--- src/hdl/dns_response_answer_parser_assert.svh ---
// Assertion macros shared by the parser modules.
`ifndef DNS_RESPONSE_ANSWER_PARSER_ASSERT_SVH
`define DNS_RESPONSE_ANSWER_PARSER_ASSERT_SVH

// The property must hold at every clock edge outside reset.
`define DRAP_ASSERT_HOLD(lbl, clk, rst, prop, msg) \
  lbl: assert property (@(posedge clk) disable iff (rst) prop) else $error(msg);

// The condition must never be true outside reset.
`define DRAP_ASSERT_NEVER(lbl, clk, rst, cond, msg) \
  lbl: assert property (@(posedge clk) disable iff (rst) !(cond)) else $error(msg);

`endif

--- src/hdl/drap_pkg.sv ---
`timescale 1ns / 1ps

package drap_pkg;

  typedef struct packed {
    logic [7:0] rx_byte;
    logic       last_of_datagram;
  } in_item_t;

  typedef struct packed {
    logic [2:0]  event_kind;
    logic [15:0] answer_number;
    logic [31:0] ipv4_address;
    logic [7:0]  name_byte;
    logic        end_of_record;
    logic        truncated;
  } out_item_t;

  typedef enum logic [2:0] {
    EV_A_RECORD    = 3'd0,
    EV_CNAME_BYTE  = 3'd1,
    EV_SKIPPED     = 3'd2,
    EV_ID_MISMATCH = 3'd3,
    EV_SERVER_ERR  = 3'd4,
    EV_NO_ANSWERS  = 3'd5
  } event_kind_t;

  typedef enum logic [4:0] {
    PH_HEADER   = 5'b00001,
    PH_QUESTION = 5'b00010,
    PH_RECHDR   = 5'b00100,
    PH_RDATA    = 5'b01000,
    PH_DONE     = 5'b10000
  } phase_t;

  localparam logic CFG_EXPECTED_ID   = 1'b0;
  localparam logic CFG_QUESTION_NAME = 1'b1;

  localparam logic [15:0] RESET_EXPECTED_ID   = 16'h0000;
  localparam logic [7:0]  RESET_QUESTION_NAME = 8'h01;

  localparam logic [15:0] TYPE_A     = 16'h0001;
  localparam logic [15:0] TYPE_CNAME = 16'h0005;
  localparam logic [7:0]  RCODE_MASK = 8'h0F;

  localparam logic [15:0] HDR_ID_HI     = 16'd0;
  localparam logic [15:0] HDR_ID_LO     = 16'd1;
  localparam logic [15:0] HDR_FLAGS_LO  = 16'd3;
  localparam logic [15:0] HDR_ANCOUNT_HI = 16'd6;
  localparam logic [15:0] HDR_ANCOUNT_LO = 16'd7;
  localparam logic [15:0] HDR_LAST      = 16'd11;

  localparam logic [16:0] QUESTION_TAIL = 17'd4;

  localparam logic [15:0] RR_TYPE_HI  = 16'd2;
  localparam logic [15:0] RR_TYPE_LO  = 16'd3;
  localparam logic [15:0] RR_RDLEN_HI = 16'd10;
  localparam logic [15:0] RR_HDR_LAST = 16'd11;

  localparam logic [15:0] ADDR_BYTES = 16'd4;
  localparam logic [15:0] POS_MAX    = 16'hFFFF;

  localparam int QUEUE_DEPTH = 4;

endpackage

--- src/hdl/drap_front.sv ---
`timescale 1ns / 1ps

module drap_front #(
  parameter int MAX_DATAGRAM_BYTES = 1024
) (
  input  logic                clk,
  input  logic                rst,
  input  logic                cfg_write,
  input  logic                cfg_index,
  input  logic [15:0]         cfg_data,
  input  logic                accept,
  input  drap_pkg::in_item_t  item,
  output logic                ev_valid,
  output drap_pkg::out_item_t ev
);
  import drap_pkg::*;

  localparam logic [15:0] MaxCount = 16'(MAX_DATAGRAM_BYTES);

  logic [15:0] expected_id;
  logic [7:0]  question_name_bytes;

  phase_t      phase, phase_next;
  logic [15:0] pos, pos_next;
  logic [7:0]  id_hi, id_hi_next;
  logic [15:0] answers_expected, answers_expected_next;
  logic [15:0] answers_done, answers_done_next;
  logic [15:0] record_type, record_type_next;
  logic [15:0] rdata_remaining, rdata_remaining_next;
  logic [31:0] address_shift, address_shift_next;
  logic [15:0] count, count_next;

  logic [7:0]  b;
  logic        ended;
  logic        finish;
  logic [15:0] done_inc;
  logic [15:0] rlen;
  logic [15:0] rem_dec;

  assign b = item.rx_byte;

  always_ff @(posedge clk) begin
    if (rst) begin
      expected_id         <= RESET_EXPECTED_ID;
      question_name_bytes <= RESET_QUESTION_NAME;
    end else if (cfg_write) begin
      case (cfg_index)
        CFG_EXPECTED_ID:   expected_id <= cfg_data;
        CFG_QUESTION_NAME: question_name_bytes <= cfg_data[7:0];
        default: ;
      endcase
    end
  end

  always_comb begin
    phase_next            = phase;
    pos_next              = pos;
    id_hi_next            = id_hi;
    answers_expected_next = answers_expected;
    answers_done_next     = answers_done;
    record_type_next      = record_type;
    rdata_remaining_next  = rdata_remaining;
    address_shift_next    = address_shift;
    finish                = 1'b0;
    ev_valid              = 1'b0;
    ev                    = '0;
    ev.answer_number      = answers_done;
    rlen                  = {rdata_remaining[15:8], b};
    rem_dec               = rdata_remaining - 16'd1;

    count_next = (count != POS_MAX) ? count + 16'd1 : count;
    ended      = item.last_of_datagram || (count_next == MaxCount);

    case (phase)
      PH_HEADER: begin
        if (pos == HDR_ID_HI) begin
          id_hi_next = b;
        end else if (pos == HDR_ID_LO) begin
          if ({id_hi, b} != expected_id) begin
            ev_valid      = 1'b1;
            ev.event_kind = EV_ID_MISMATCH;
            ev.answer_number = '0;
            phase_next    = PH_DONE;
          end
        end else if (pos == HDR_FLAGS_LO) begin
          if ((b & RCODE_MASK) != 8'h00) begin
            ev_valid      = 1'b1;
            ev.event_kind = EV_SERVER_ERR;
            ev.answer_number = '0;
            phase_next    = PH_DONE;
          end
        end else if (pos == HDR_ANCOUNT_HI) begin
          answers_expected_next = {b, 8'h00};
        end else if (pos == HDR_ANCOUNT_LO) begin
          answers_expected_next = {answers_expected[15:8], b};
          if ({answers_expected[15:8], b} == 16'h0000) begin
            ev_valid      = 1'b1;
            ev.event_kind = EV_NO_ANSWERS;
            ev.answer_number = '0;
            phase_next    = PH_DONE;
          end
        end
        if (phase_next == PH_HEADER) begin
          if (pos >= HDR_LAST) begin
            phase_next = PH_QUESTION;
            pos_next   = '0;
          end else begin
            pos_next = pos + 16'd1;
          end
        end
      end
      PH_QUESTION: begin
        if ({1'b0, pos} + 17'd1 >= {9'b0, question_name_bytes} + QUESTION_TAIL) begin
          phase_next = PH_RECHDR;
          pos_next   = '0;
        end else begin
          pos_next = pos + 16'd1;
        end
      end
      PH_RECHDR: begin
        if (pos == RR_TYPE_HI) begin
          record_type_next = {b, 8'h00};
        end else if (pos == RR_TYPE_LO) begin
          record_type_next = {record_type[15:8], b};
        end else if (pos == RR_RDLEN_HI) begin
          rdata_remaining_next = {b, 8'h00};
        end
        if (pos < RR_HDR_LAST) begin
          pos_next = pos + 16'd1;
        end else begin
          rdata_remaining_next = rlen;
          address_shift_next   = '0;
          pos_next             = '0;
          if (record_type == TYPE_A || record_type == TYPE_CNAME) begin
            if (rlen == 16'h0000) begin
              ev_valid         = 1'b1;
              ev.event_kind    = (record_type == TYPE_A) ? EV_A_RECORD : EV_CNAME_BYTE;
              ev.end_of_record = 1'b1;
              finish           = 1'b1;
            end else begin
              phase_next = PH_RDATA;
            end
          end else begin
            ev_valid         = 1'b1;
            ev.event_kind    = EV_SKIPPED;
            ev.end_of_record = 1'b1;
            if (rlen == 16'h0000) begin
              finish = 1'b1;
            end else begin
              phase_next = PH_RDATA;
            end
          end
        end
      end
      PH_RDATA: begin
        rdata_remaining_next = rem_dec;
        if (record_type == TYPE_A) begin
          if (pos < ADDR_BYTES) begin
            address_shift_next = {address_shift[23:0], b};
          end
          if (rem_dec == 16'h0000) begin
            ev_valid         = 1'b1;
            ev.event_kind    = EV_A_RECORD;
            ev.ipv4_address  = address_shift_next;
            ev.end_of_record = 1'b1;
          end
        end else if (record_type == TYPE_CNAME) begin
          ev_valid         = 1'b1;
          ev.event_kind    = EV_CNAME_BYTE;
          ev.name_byte     = b;
          ev.end_of_record = (rem_dec == 16'h0000);
        end
        if (pos < POS_MAX) begin
          pos_next = pos + 16'd1;
        end
        if (rem_dec == 16'h0000) begin
          finish = 1'b1;
        end
      end
      default: ;
    endcase

    done_inc = answers_done + 16'd1;
    if (finish) begin
      answers_done_next = done_inc;
      if (done_inc == answers_expected) begin
        phase_next = PH_DONE;
      end else begin
        phase_next = PH_RECHDR;
        pos_next   = '0;
      end
    end

    if (ended) begin
      if (phase_next != PH_DONE) begin
        if (!ev_valid) begin
          ev_valid         = 1'b1;
          ev               = '0;
          ev.event_kind    = EV_SKIPPED;
          ev.answer_number = answers_done_next;
          ev.end_of_record = 1'b1;
        end
        ev.truncated = 1'b1;
      end
      if (item.last_of_datagram) begin
        phase_next            = PH_HEADER;
        pos_next              = '0;
        id_hi_next            = '0;
        answers_expected_next = '0;
        answers_done_next     = '0;
        record_type_next      = '0;
        rdata_remaining_next  = '0;
        address_shift_next    = '0;
        count_next            = '0;
      end else begin
        phase_next = PH_DONE;
      end
    end

    if (!accept) begin
      ev_valid = 1'b0;
    end
  end

  always_ff @(posedge clk) begin
    if (rst) begin
      phase            <= PH_HEADER;
      pos              <= '0;
      id_hi            <= '0;
      answers_expected <= '0;
      answers_done     <= '0;
      record_type      <= '0;
      rdata_remaining  <= '0;
      address_shift    <= '0;
      count            <= '0;
    end else if (accept) begin
      phase            <= phase_next;
      pos              <= pos_next;
      id_hi            <= id_hi_next;
      answers_expected <= answers_expected_next;
      answers_done     <= answers_done_next;
      record_type      <= record_type_next;
      rdata_remaining  <= rdata_remaining_next;
      address_shift    <= address_shift_next;
      count            <= count_next;
    end
  end

endmodule

--- src/hdl/drap_queue.sv ---
`timescale 1ns / 1ps

module drap_queue (
  input  logic                clk,
  input  logic                rst,
  input  logic                push,
  input  drap_pkg::out_item_t push_item,
  input  logic                pop,
  output logic                head_valid,
  output drap_pkg::out_item_t head_item,
  output logic                full
);
  import drap_pkg::*;

  localparam int PtrW = $clog2(QUEUE_DEPTH);
  localparam int CntW = $clog2(QUEUE_DEPTH + 1);
  localparam logic [PtrW-1:0] LastSlot = PtrW'(QUEUE_DEPTH - 1);
  localparam logic [CntW-1:0] DepthCount = CntW'(QUEUE_DEPTH);

  out_item_t         slots [QUEUE_DEPTH];
  logic [PtrW-1:0]   wr_ptr;
  logic [PtrW-1:0]   rd_ptr;
  logic [CntW-1:0]   count;

  assign head_valid = (count != '0);
  assign head_item  = slots[rd_ptr];
  assign full       = (count == DepthCount);

  always_ff @(posedge clk) begin
    if (push) begin
      slots[wr_ptr] <= push_item;
    end
  end

  always_ff @(posedge clk) begin
    if (rst) begin
      wr_ptr <= '0;
      rd_ptr <= '0;
      count  <= '0;
    end else begin
      if (push) begin
        wr_ptr <= (wr_ptr == LastSlot) ? '0 : wr_ptr + 1'b1;
      end
      if (pop) begin
        rd_ptr <= (rd_ptr == LastSlot) ? '0 : rd_ptr + 1'b1;
      end
      case ({push, pop})
        2'b10:   count <= count + 1'b1;
        2'b01:   count <= count - 1'b1;
        default: count <= count;
      endcase
    end
  end

`include "dns_response_answer_parser_assert.svh"

  `DRAP_ASSERT_NEVER(a_push_full, clk, rst, push && full, "queue written while full")
  `DRAP_ASSERT_NEVER(a_pop_empty, clk, rst, pop && !head_valid, "queue read while empty")
  `DRAP_ASSERT_HOLD(a_count_up, clk, rst, (push && !pop) |=> (count == $past(count) + 1'b1), "queue count did not rise on a write")
  `DRAP_ASSERT_HOLD(a_count_bound, clk, rst, count <= DepthCount, "queue count beyond depth")

endmodule

--- src/hdl/drap_back.sv ---
`timescale 1ns / 1ps

module drap_back (
  input  logic                clk,
  input  logic                rst,
  input  logic                head_valid,
  input  drap_pkg::out_item_t head_item,
  output logic                pop,
  output logic                out_valid,
  input  logic                out_stall,
  output drap_pkg::out_item_t out_item
);
  import drap_pkg::*;

  assign pop = head_valid && (!out_valid || !out_stall);

  always_ff @(posedge clk) begin
    if (rst) begin
      out_valid <= 1'b0;
    end else if (!out_valid || !out_stall) begin
      out_valid <= head_valid;
    end
  end

  always_ff @(posedge clk) begin
    if (pop) begin
      out_item <= head_item;
    end
  end

`include "dns_response_answer_parser_assert.svh"

  `DRAP_ASSERT_HOLD(a_load_valid, clk, rst, pop |=> out_valid, "loaded transaction not shown")
  `DRAP_ASSERT_HOLD(a_drain, clk, rst, (out_valid && !out_stall && !head_valid) |=> !out_valid, "transaction repeated after delivery")
  `DRAP_ASSERT_HOLD(a_hold, clk, rst, (out_valid && out_stall) |=> (out_valid && $stable(out_item)), "stalled transaction changed")

endmodule

--- src/hdl/dns_response_answer_parser.sv ---
`timescale 1ns / 1ps

// Parses a DNS response datagram that arrives one byte per transaction and reports
// one event per byte at most: header failures, A record addresses, CNAME rdata bytes,
// skipped records and early ends of the datagram. A byte is taken every clock cycle
// while the output side keeps up; the parser walks the datagram with position and
// length counters, one byte at a time, and its events pass through a
// four-entry queue to a registered output, so in_stall rises only when that queue is
// full. An event enters the queue as its byte is accepted, then the output register.
// Configuration writes are taken at any time but must be made while the block is idle.

module dns_response_answer_parser #(
  parameter int MAX_DATAGRAM_BYTES = 1024
) (
  input  logic                clk,
  input  logic                rst,
  input  logic                cfg_write,
  input  logic                cfg_index,
  input  logic [15:0]         cfg_data,
  input  logic                in_valid,
  output logic                in_stall,
  input  drap_pkg::in_item_t  in_item,
  output logic                out_valid,
  input  logic                out_stall,
  output drap_pkg::out_item_t out_item
);
  import drap_pkg::*;

  logic      accept;
  logic      ev_valid;
  out_item_t ev;
  logic      pop;
  logic      head_valid;
  out_item_t head_item;
  logic      full;

  assign in_stall = full;
  assign accept   = in_valid && !in_stall;

  drap_front #(
    .MAX_DATAGRAM_BYTES(MAX_DATAGRAM_BYTES)
  ) u_front (
    .clk      (clk),
    .rst      (rst),
    .cfg_write(cfg_write),
    .cfg_index(cfg_index),
    .cfg_data (cfg_data),
    .accept   (accept),
    .item     (in_item),
    .ev_valid (ev_valid),
    .ev       (ev)
  );

  drap_queue u_queue (
    .clk       (clk),
    .rst       (rst),
    .push      (ev_valid),
    .push_item (ev),
    .pop       (pop),
    .head_valid(head_valid),
    .head_item (head_item),
    .full      (full)
  );

  drap_back u_back (
    .clk       (clk),
    .rst       (rst),
    .head_valid(head_valid),
    .head_item (head_item),
    .pop       (pop),
    .out_valid (out_valid),
    .out_stall (out_stall),
    .out_item  (out_item)
  );

endmodule

--- config.mk ---
export PLATFORM = sky130hd
export DESIGN_NAME = dns_response_answer_parser
export DESIGN_NICKNAME = d
export VERILOG_FILES = /design/src/hdl/drap_pkg.sv /design/src/hdl/drap_front.sv /design/src/hdl/drap_queue.sv /design/src/hdl/drap_back.sv /design/src/hdl/dns_response_answer_parser.sv
export VERILOG_INCLUDE_DIRS = /design/src /design/src/hdl
export SDC_FILE = /design/constraint.sdc
export NUM_CORES = 1
export LEC_CHECK = 0
export ABC_AREA = 1
export ABC_CLOCK_PERIOD_IN_PS = 6700
export BUFFER_PORTS_ARGS = -buffer_cell sky130_fd_sc_hd__buf_2
export CAP_MARGIN = 20
export CORE_ASPECT_RATIO = 0.9
export CORE_MARGIN = 5
export CORE_UTILIZATION = 50
export DETAILED_ROUTE_END_ITERATION = 8
export PLACE_DENSITY_LB_ADDON = 0.08
export SYNTH_ARGS = -nofsm -noshare
export SYNTH_HDL_FRONTEND = slang
export SYNTH_HIERARCHICAL = 1
export SYNTH_SLANG_ARGS = --single-unit
--- constraint.sdc ---
create_clock -name clk -period 6.7 [get_ports clk]
set_input_delay 0.67 -clock clk [delete_from_list [all_inputs] [get_ports clk]]
set_output_delay 0.67 -clock clk [all_outputs]
set_load 0.01 [all_outputs]
==> flow_metrics.env, run 1 <==
export IMPL_outcome="finished, final reports clean"
export IMPL_cp_end_kind="register"
export IMPL_io_buffers=93
export IMPL_synth_compound_area_share_pct=16.0
export IMPL_row_count=77
export IMPL_rsz0062_at_grt="false"
export IMPL_synthAdderAreaFrac_pct=1.35
export IMPL_clk_path_buf_depth=3
export IMPL_path_clk_slew_ns=0.06
export IMPL_drv_slew=0
export IMPL_timing_fmax_ghz=0.194
export IMPL_dpl_cell_area_um2=25300
export IMPL_setup_viol=0
export IMPL_p_int_mw=5.75
export IMPL_multi_input_area_um2=10200
export IMPL_vias=19732
export IMPL_wl_per_cell_um=18.7
export IMPL_grt_total_usage_pct=23.9
export IMPL_clk_latency_ns=0.62
export IMPL_dieWidth_um=244
export IMPL_ys_async_sr_fraction_pct=0
export IMPL_cp_max_fo=35
export IMPL_synth_fp_nets=2898
export IMPL_finClkSkew_ns=0.0410
export IMPL_gp_congestion=0.906
export IMPL_fill_cells=4478
export IMPL_avgSynthCellArea_um2=8.68
export IMPL_yosys_area_top_type_share_pct=37.2
export IMPL_ios=94
export IMPL_drive_above_1_share_pct=13.6
export IMPL_cpMostUsedCell="nand2_1"
export IMPL_ctsHoldBuffers=0
export IMPL_total_power_mw=8.60
export IMPL_clockPowerShare_pct=31.4
export IMPL_netlist_top_cells_count="552 x nand2_1, 380 x nor2_1, 305 x edfxtp_1, 259 x a21oi_1, 230 x inv_1"
export IMPL_syn_inst=2841
export IMPL_peakVddDrop_uv=209
export IMPL_tightest_slew_ns=1.09
export IMPL_synth_top_family_by_area="simple AND/OR/NAND/NOR gates"
export IMPL_cellPowerDensity_nw_per_um2=319
export IMPL_grt_overflow_total=0
export IMPL_grt_first_pass_wirelength_um=103000
export IMPL_hold_viol=0
export IMPL_switching_power_mw=2.85
export IMPL_leakagePower_nw=9.49
export IMPL_cts_setup_buffers=0
export IMPL_synth_most_common_cell="nand2_1"
export IMPL_die_y_um=221
export IMPL_die_area_um2=53800
export IMPL_synth_warnings=6
export IMPL_yosys_top_cells_area="edfxtp_1 37%, dfxtp_1 14%, nand2_1 8.4%"
export IMPL_synth_edf_count=305
export IMPL_ys_ff_latch=480
export IMPL_cap_viol_max_count=0
export IMPL_place_hpwl_um=42100
export IMPL_start_kind="register"
export IMPL_cp_slowest_cell="inv_2"
export IMPL_arrival_ns=5.46
export IMPL_layout_min_cycle_time_ns=5.17
export IMPL_h_tree_depth=2
export IMPL_routed_wl_um=66000
export IMPL_synthMuxAreaShare_pct=0
export IMPL_crit_path_cell_trace="ha_1 -> nand3_1 -> nor3_2 -> xor2_1 -> ha_1 -> a21oi_1 -> nand2_1 -> nor2_1 -> nand3_1 -> nor2_1 -> nand3_1 -> nand2_1 -> nand2_1 -> nand2_1 -> a21oi_2 -> nand2_4 -> nand2_1 -> a21oi_1 -> nand2_1 -> inv_2 -> buf_12"
export IMPL_design_area_um2=26900
export IMPL_ys_seq_area_share_pct=51.4
export IMPL_synth_cell_type_count=59
export IMPL_initial_core_util_pct=50.4
export IMPL_setup_tns_final_ns=0
export IMPL_synth_main_ff_cell="edfxtp_1"
export IMPL_drt_initial_drc_count=1406
export IMPL_coreArea_um2=48900
export IMPL_critPathMaxStageDelay_ns=0.60
export IMPL_timing_final_crit_share_pct=77.1
export IMPL_grt_pass1_vias=18413
export IMPL_power_frac_seq_pct=43.6
export IMPL_nets=2916
export IMPL_drt_pass1_iterations=5
export IMPL_clkSinkCount=480
export IMPL_drcViolationCount=0
export IMPL_grt_start_max_net_pins=73
export IMPL_synth_simple_area_share_pct=22.3
export IMPL_cts_buffers=52
export IMPL_swShare_pct=33.1
export IMPL_hold_path_class="in -> reg"
export IMPL_seq_area_um2=12700
export IMPL_antenna_found_initial=0
export IMPL_cp_required_ns=7.00
export IMPL_ant_nets=0
export IMPL_viasPerCell=5.59
export IMPL_synthXorXnorAreaFrac_pct=1.66
export IMPL_synth_area_um2=24600
export IMPL_cts_tree="done"
export IMPL_area_delta_synth_final_pct=9.31
export IMPL_maxSlewHeadroom_pct=27.5
export IMPL_cts_resized=0
export IMPL_combPwrFrac_pct=25.0
export IMPL_clock_root_buffer="clkbuf_16"
export IMPL_yosysTopAreaCell="edfxtp_1"
export IMPL_crit_type="reg -> reg"
-- final timing paths --
path	from	end	slack, ns	depth (start not counted)
setup / recovery	u_front/pos[0]	u_queue/slots[0][51]	1.53	21
hold / removal	cfg_data[8]	u_front/expected_id[8]	0.28	3
setup reg to reg	u_front/pos[0]	u_queue/slots[0][51]	1.53	21
hold reg to reg	u_front/question_name_bytes[1]	u_front/question_name_bytes[1]	0.46	2
-- area by class of cell --
class | count | area share [%]
diodes | 1 | 0.00929
clock buffers | 68 | 5.09
clock inverters | 24 | 0.803
inverters | 263 | 3.70
multi-input cells | 1947 | 37.9
flip-flops and latches | 480 | 47.0
well taps | 632 | 2.94
repair buffers | 115 | 2.56
-- power groups by stage --
stage	logic, mW	clock network, mW	registers, mW
after floorplan	1.47	0	3.89
after global placement	2.15	0	3.80
after detailed placement	2.16	0	3.81
after CTS	2.16	2.77	3.75
after global routing	2.35	2.90	3.78
final	2.15	2.70	3.75
-- placed cells by master, fill, tap and decap left out, types with 38 or more instances in the layout --
master     count
dfxtp_1      173
inv_1        226
edfxtp_1     305
o21ai_0      220
a21oi_1      258
o211ai_1      38
nor2_4        49
o22ai_2       40
nand4_1       46
clkbuf_16     52
buf_2         92
nor2_1       379
nand2_1      552
nand3_1       88
-- flip-flops by register name (all words and copies together) (netlist names), 5 cells and up, named ones only --
name,cells
u_queue/slots,244
u_back/out_item,61
u_front/address_shift,32
u_front/answers_done,16
u_front/answers_expected,16
u_front/count,16
u_front/expected_id,16
u_front/pos,16
u_front/rdata_remaining,16
u_front/record_type,16
u_front/id_hi,8
u_front/question_name_bytes,8
u_front/phase,5
-- critical path: cells and delay by family, from the launching register on --
family | cells | cell delay [ns]
and+or+nand+nor | 13 | 1.80
xor gates and xnor gates | 1 | 0.30
DFF | 1 | 0.52
adders and majority gates | 2 | 0.58
buffers and inverters | 2 | 0.92
AOI/OAI and AO/OA | 3 | 0.71
-- logic make-up (layout without fill, tap and decap cells) --
kind of cell	after synthesis	after routing
buffers and inverters	414	470
other	0	1
DFF	480	480
AOI/OAI and AO/OA	669	669
and+or+nand+nor	1210	1210
xor gates and xnor gates	42	42
adders and majority gates	26	26
-- routing by layer --
metal | track usage [%] | wire [um] | vias up
met5 | 0 | 0 | -
met4 | 7.80 | 1930 | 0
met3 | 3.06 | 3760 | 111
met2 | 39.2 | 30500 | 558
met1 | 33.5 | 29800 | 9416
li1 | - | - | 9647
-- stage by stage --
stage / hold WS (ns) / util [%] / instances / setup WS [ns]
after CTS: 0.240 / 55.0 / 3528 / 1.54
after detailed placement: 0.459 / 51.7 / 3436 / 1.51
final: 0.275 / 55.0 / 3530 / 1.53
after global placement: 0.453 / 51.7 / 3436 / 1.65
after floorplan: 0.435 / - / 2841 / 1.57
after global routing: 0.263 / 55.0 / 3529 / 1.01
Power figures use the tool's default switching activity.
==> run 2, diff against run 1 <==
--- a/config.mk
+++ b/config.mk
@@ -7,7 +7,7 @@
 export NUM_CORES = 1
 export LEC_CHECK = 0
 export ABC_AREA = 1
-export ABC_CLOCK_PERIOD_IN_PS = 6700
+export ABC_CLOCK_PERIOD_IN_PS = 4900
 export BUFFER_PORTS_ARGS = -buffer_cell sky130_fd_sc_hd__buf_2
 export CAP_MARGIN = 20
 export CORE_ASPECT_RATIO = 0.9
==> constraint.sdc (replaced) <==
create_clock -name clk -period 4.9 [get_ports clk]
set_input_delay 0.49 -clock clk [delete_from_list [all_inputs] [get_ports clk]]
set_output_delay 0.49 -clock clk [all_outputs]
set_load 0.01 [all_outputs]
==> flow_metrics.env, run 2 (same netlist as run 1, synthesis figures left out) <==
export IMPL_initial_core_util_pct=50.4
export IMPL_critPathMaxStageDelay_ns=0.43
export IMPL_grt_pass1_vias=18710
export IMPL_path_clk_slew_ns=0.06
export IMPL_dieWidth_um=244
export IMPL_drive_above_1_share_pct=14.4
export IMPL_routed_wl_um=63500
export IMPL_top_register="u_queue/slots"
export IMPL_drt_initial_drc_count=1370
export IMPL_drv_slew=0
export IMPL_finClkSkew_ns=0.0338
export IMPL_clkSinkCount=480
export IMPL_regToRegStartpoint="u_front/pos[0]"
export IMPL_ios=94
export IMPL_outcome="finished, final reports clean"
export IMPL_startpoint="u_front/pos[0]"
export IMPL_grt_first_pass_wirelength_um=101000
export IMPL_drt_pass1_iterations=6
export IMPL_coreArea_um2=48900
export IMPL_crit_type="reg -> reg"
export IMPL_nets=2937
export IMPL_gp_congestion=0.924
export IMPL_arrival_ns=4.92
export IMPL_io_buffers=93
export IMPL_cellPowerDensity_nw_per_um2=440
export IMPL_row_count=77
export IMPL_maxSlewHeadroom_pct=27.1
export IMPL_min_to="u_front/question_name_bytes[0]"
export IMPL_r2r_end="u_queue/count[2]"
export IMPL_drcViolationCount=0
export IMPL_ant_nets=0
export IMPL_setup_viol=0
export IMPL_peakVddDrop_uv=265
export IMPL_area_delta_synth_final_pct=10.7
export IMPL_die_area_um2=53800
export IMPL_r2r_slack_ns=0.53
export IMPL_viasPerCell=5.48
export IMPL_ctsHoldBuffers=0
export IMPL_die_y_um=221
export IMPL_grt_overflow_total=0
export IMPL_cpMostUsedCell="nand2_1"
export IMPL_layout_min_cycle_time_ns=4.37
export IMPL_place_hpwl_um=41600
export IMPL_grt_total_usage_pct=23.3
export IMPL_cts_tree="done"
export IMPL_cp_max_fo=18
export IMPL_top_regs="u_queue/slots (244), u_back/out_item (61), u_front/address_shift (32)"
export IMPL_wl_per_cell_um=17.8
export IMPL_hold_viol=0
export IMPL_holdPathStages=3
export IMPL_clk_latency_ns=0.62
export IMPL_h_tree_depth=2
export IMPL_tightest_slew_ns=1.09
export IMPL_largest_register_ffs=244
export IMPL_fill_cells=4440
export IMPL_final_common_cell="nand2_1"
export IMPL_dpl_cell_area_um2=25500
export IMPL_hp_start="cfg_data[0]"
export IMPL_fin_ws_ns=0.534
export IMPL_vias=19491
export IMPL_grt_start_max_net_pins=92
export IMPL_cap_viol_max_count=0
export IMPL_timing_fmax_ghz=0.229
export IMPL_path_delay_family="simple AND/OR/NAND/NOR gates"
export IMPL_antenna_diode_count=0
export IMPL_dp_cells=3457
export IMPL_cts_buffers=52
export IMPL_antenna_found_initial=0
export IMPL_clock_root_buffer="clkbuf_16"
export IMPL_start_kind="register"
export IMPL_cp_slowest_cell="dfxtp_2"
export IMPL_hold_path_class="in -> reg"
export IMPL_timing_final_crit_share_pct=89.1
export IMPL_leakagePower_nw=9.71
export IMPL_final_cell_mix="552 x nand2_1, 379 x nor2_1, 305 x edfxtp_1, 257 x a21oi_1, 226 x inv_1"
export IMPL_cp_end_kind="register"
export IMPL_crit_buf_inv=1
export IMPL_design_area_um2=27300
export IMPL_pre_cts_slack_ns=0.366
export IMPL_ff2ff_path_depth=26
export IMPL_fin_cells=3555
export IMPL_setup_tns_final_ns=0
export IMPL_clk_path_buf_depth=3
export IMPL_rsz0062_at_grt="false"
export IMPL_cp_required_ns=5.45
==> run 2: cell count changes in the layout (fill, tap and decap cells not counted), moves of 2 or more <==
cell        previous run  this run
buf_4                 19        37
buf_12                 3         7
clkinv_2              11         8
dfxtp_1              173       171
clkinvlp_4             6         1
clkbuf_1              15        18
bufinv_16              2         4
clkbuf_8               1         7
dfxtp_2                1         3
==> run 2: worst max path at each step <==
stage,endpoint,slack (ns),cells past startpoint
6_report,u_queue/count[2],0.53,26
5_1_grt,u_queue/count[2],0.06,26
4_1_cts,u_queue/count[2],0.35,26
3_5_place_dp,u_queue/count[2],0.37,26
3_3_place_gp,u_queue/count[2],0.51,26
2_1_floorplan,u_queue/slots[3][0],0.32,20
==> run 2: worst min-delay path, cell delays in order <==
cell and delay (ns):
buf_2 0.10, nand2_1 0.05, nand3_1 0.05
==> run 2: stage by stage <==
step / hold slack, ns / util (%) / total power [mW]
after floorplan: 0.435 / - / 7.31
after global placement: 0.452 / 52.2 / 8.12
after detailed placement: 0.459 / 52.2 / 8.15
after CTS: 0.0851 / 55.7 / 12.2
after global routing: 0.108 / 55.7 / 12.6
final: 0.122 / 55.7 / 12.0
==> run 2: layer usage <==
layer	wire length (um)	global-route usage, %
met5	0	0
met4	1340	6.43
met3	3160	3.25
met2	30600	40.4
met1	28400	31.0
==> run 2: report_power, final <==
group,internal (mW),switching [mW]
Clock,2.32,1.64
Sequential,4.90,0.236
Combinational,0.883,2.01
==> run 2: timing repair <==
item,in CTS,in global routing
setup endpoints to repair,0,52
setup buffers,0,1
resized for setup,0,4
==> run 2: final cells by class <==
type | instances | area (um2) | share of cell area (%)
inverters | 263 | 996 | 3.65
clock buffers | 78 | 1490 | 5.46
repair buffers | 136 | 878 | 3.22
well taps | 632 | 791 | 2.90
multi-input cells | 1947 | 10200 | 37.4
clock inverters | 19 | 241 | 0.885
flip-flops and latches | 480 | 12700 | 46.4
==> run 3, diff against run 2 <==
--- a/config.mk
+++ b/config.mk
@@ -12,8 +12,9 @@
 export CAP_MARGIN = 20
 export CORE_ASPECT_RATIO = 0.9
 export CORE_MARGIN = 5
-export CORE_UTILIZATION = 50
+export CORE_UTILIZATION = 45
 export DETAILED_ROUTE_END_ITERATION = 8
+export GPL_TIMING_DRIVEN = 0
 export PLACE_DENSITY_LB_ADDON = 0.08
 export SYNTH_ARGS = -nofsm -noshare
 export SYNTH_HDL_FRONTEND = slang
==> flow_metrics.env, run 3 (same netlist as run 1, synthesis figures left out) <==
export IMPL_leakagePower_nw=9.99
export IMPL_clockPowerShare_pct=33.6
export IMPL_clock_root_buffer="clkbuf_16"
export IMPL_switching_power_mw=4.09
export IMPL_setup_viol=0
export IMPL_antenna_diode_count=0
export IMPL_tightest_slew_ns=1.00
export IMPL_nets=3048
export IMPL_grt_pass1_vias=19364
export IMPL_timing_fmax_ghz=0.222
export IMPL_place_hpwl_um=49600
export IMPL_outcome="finished, final reports clean"
export IMPL_cpMostUsedCell="nand2_1"
export IMPL_maxSlewHeadroom_pct=33.1
export IMPL_drt_initial_drc_count=1792
export IMPL_timing_final_crit_share_pct=91.9
export IMPL_peakVddDrop_uv=246
export IMPL_antenna_found_initial=1
export IMPL_fill_cells=5089
export IMPL_wl_per_cell_um=18.8
export IMPL_routed_wl_um=70400
export IMPL_hold_path_class="in -> reg"
export IMPL_grt_overflow_total=0
export IMPL_coreArea_um2=54300
export IMPL_cp_required_ns=5.42
export IMPL_drive_above_1_share_pct=14.4
export IMPL_clkSinkCount=480
export IMPL_cellPowerDensity_nw_per_um2=451
export IMPL_cp_end_kind="register"
export IMPL_row_count=81
export IMPL_top_register="u_queue/slots"
export IMPL_start_kind="register"
export IMPL_critPathMaxStageDelay_ns=0.45
export IMPL_grt_first_pass_wirelength_um=111000
export IMPL_area_delta_synth_final_pct=13.9
export IMPL_clk_path_buf_depth=3
export IMPL_drcViolationCount=0
export IMPL_io_buffers=89
export IMPL_final_common_cell="nand2_1"
export IMPL_crit_type="reg -> reg"
export IMPL_cp_slowest_cell="dfxtp_2"
export IMPL_largest_register_ffs=244
export IMPL_hold_viol=0
export IMPL_p_int_mw=8.57
export IMPL_grt_start_max_net_pins=57
export IMPL_vias=20364
export IMPL_dpl_cell_area_um2=26100
export IMPL_top_regs="u_queue/slots (244), u_back/out_item (61), u_front/address_shift (32)"
export IMPL_ant_nets=0
export IMPL_cts_buffers=51
export IMPL_gp_congestion=0.915
export IMPL_arrival_ns=5.02
export IMPL_final_cell_mix="551 x nand2_1, 380 x nor2_1, 305 x edfxtp_1, 256 x a21oi_1, 226 x inv_1"
export IMPL_ios=94
export IMPL_combPwrFrac_pct=26.4
export IMPL_initial_core_util_pct=45.4
export IMPL_rsz0062_at_grt="false"
export IMPL_ctsHoldBuffers=0
export IMPL_power_frac_seq_pct=40.0
export IMPL_swShare_pct=32.3
export IMPL_die_area_um2=59600
export IMPL_path_clk_slew_ns=0.06
export IMPL_holdWs_ns=0.135
export IMPL_drv_slew=0
export IMPL_die_y_um=232
export IMPL_cts_tree="done"
export IMPL_grt_total_usage_pct=23.2
export IMPL_design_area_um2=28100
export IMPL_dieWidth_um=257
export IMPL_h_tree_depth=2
export IMPL_viasPerCell=5.45
export IMPL_finClkSkew_ns=0.0482
export IMPL_cap_viol_max_count=0
export IMPL_layout_min_cycle_time_ns=4.50
export IMPL_cp_max_fo=10
export IMPL_clk_latency_ns=0.62
export IMPL_drt_pass1_iterations=7
[run 3: final cells by class]
class	count	area, um2	area share, %
clock buffer	65	1390	4.96
clock inverter	31	470	1.68
multi-input combinational	1947	10200	36.4
tap	705	882	3.14
sequential	480	12700	45.1
timing repair buffer	97	611	2.18
buffer	151	818	2.92
inverter	263	998	3.56
[run 3: per-layer routing]
layer  up-vias  global-route usage [%]  share of wire, %
met4         0                    6.06               2.3
met5         -                       0                 0
met3       109                    2.92               5.6
li1       9917                       -                 -
met1      9745                    32.5                45
met2       593                    38.8                47
[run 3: final timing paths]
kind | startpoint | to | slack (ns) | cells past startpoint
hold reg to reg | u_front/question_name_bytes[1] | u_front/question_name_bytes[1] | 0.47 | 2
setup / recovery | u_front/pos[0] | u_queue/count[2] | 0.40 | 26
hold / removal | cfg_data[0] | u_front/question_name_bytes[0] | 0.14 | 3
setup reg to reg | u_front/pos[0] | u_queue/count[2] | 0.40 | 26
[run 3: critical path: cells and delay by family (launching register included)]
| family | cells | cell delay [ns] |
|---|---|---|
| compound gates | 3 | 0.52 |
| xor+xnor | 1 | 0.21 |
| fa+ha+maj | 4 | 1.21 |
| buf+inv | 1 | 0.11 |
| flops | 1 | 0.45 |
| simple gates | 17 | 1.96 |
[run 3: what timing repair did]
item / 4_1_cts / 5_1_grt
pin swaps: 1 / 1
endpoints found under the setup margin: 222 / 220
setup buffers: 1 / 1
resized for setup: 5 / 4
[run 3: power groups by stage]
stage                     clock network, mW  logic [mW]  registers, mW
final                                  4.25        3.34           5.07
after global routing                   4.52        3.67           5.11
after CTS                              4.35        3.39           5.07
after detailed placement                  0        3.38           5.16
after global placement                    0        3.27           5.18
after floorplan                           0        2.01           5.30
[run 3: through the flow]
step	cells	TNS, ns	setup slack [ns]	util (%)	power (mW)
4_1_cts	3738	0	0.0329	51.6	12.8
3_5_place_dp	3641	-65.83	-0.529	48.1	8.54
2_1_floorplan	2841	0	0.323	-	7.31
6_report	3739	0	0.396	51.7	12.7
5_1_grt	3739	0	0.0465	51.7	13.3
3_3_place_gp	3635	-474.27	-2.03	47.8	8.45
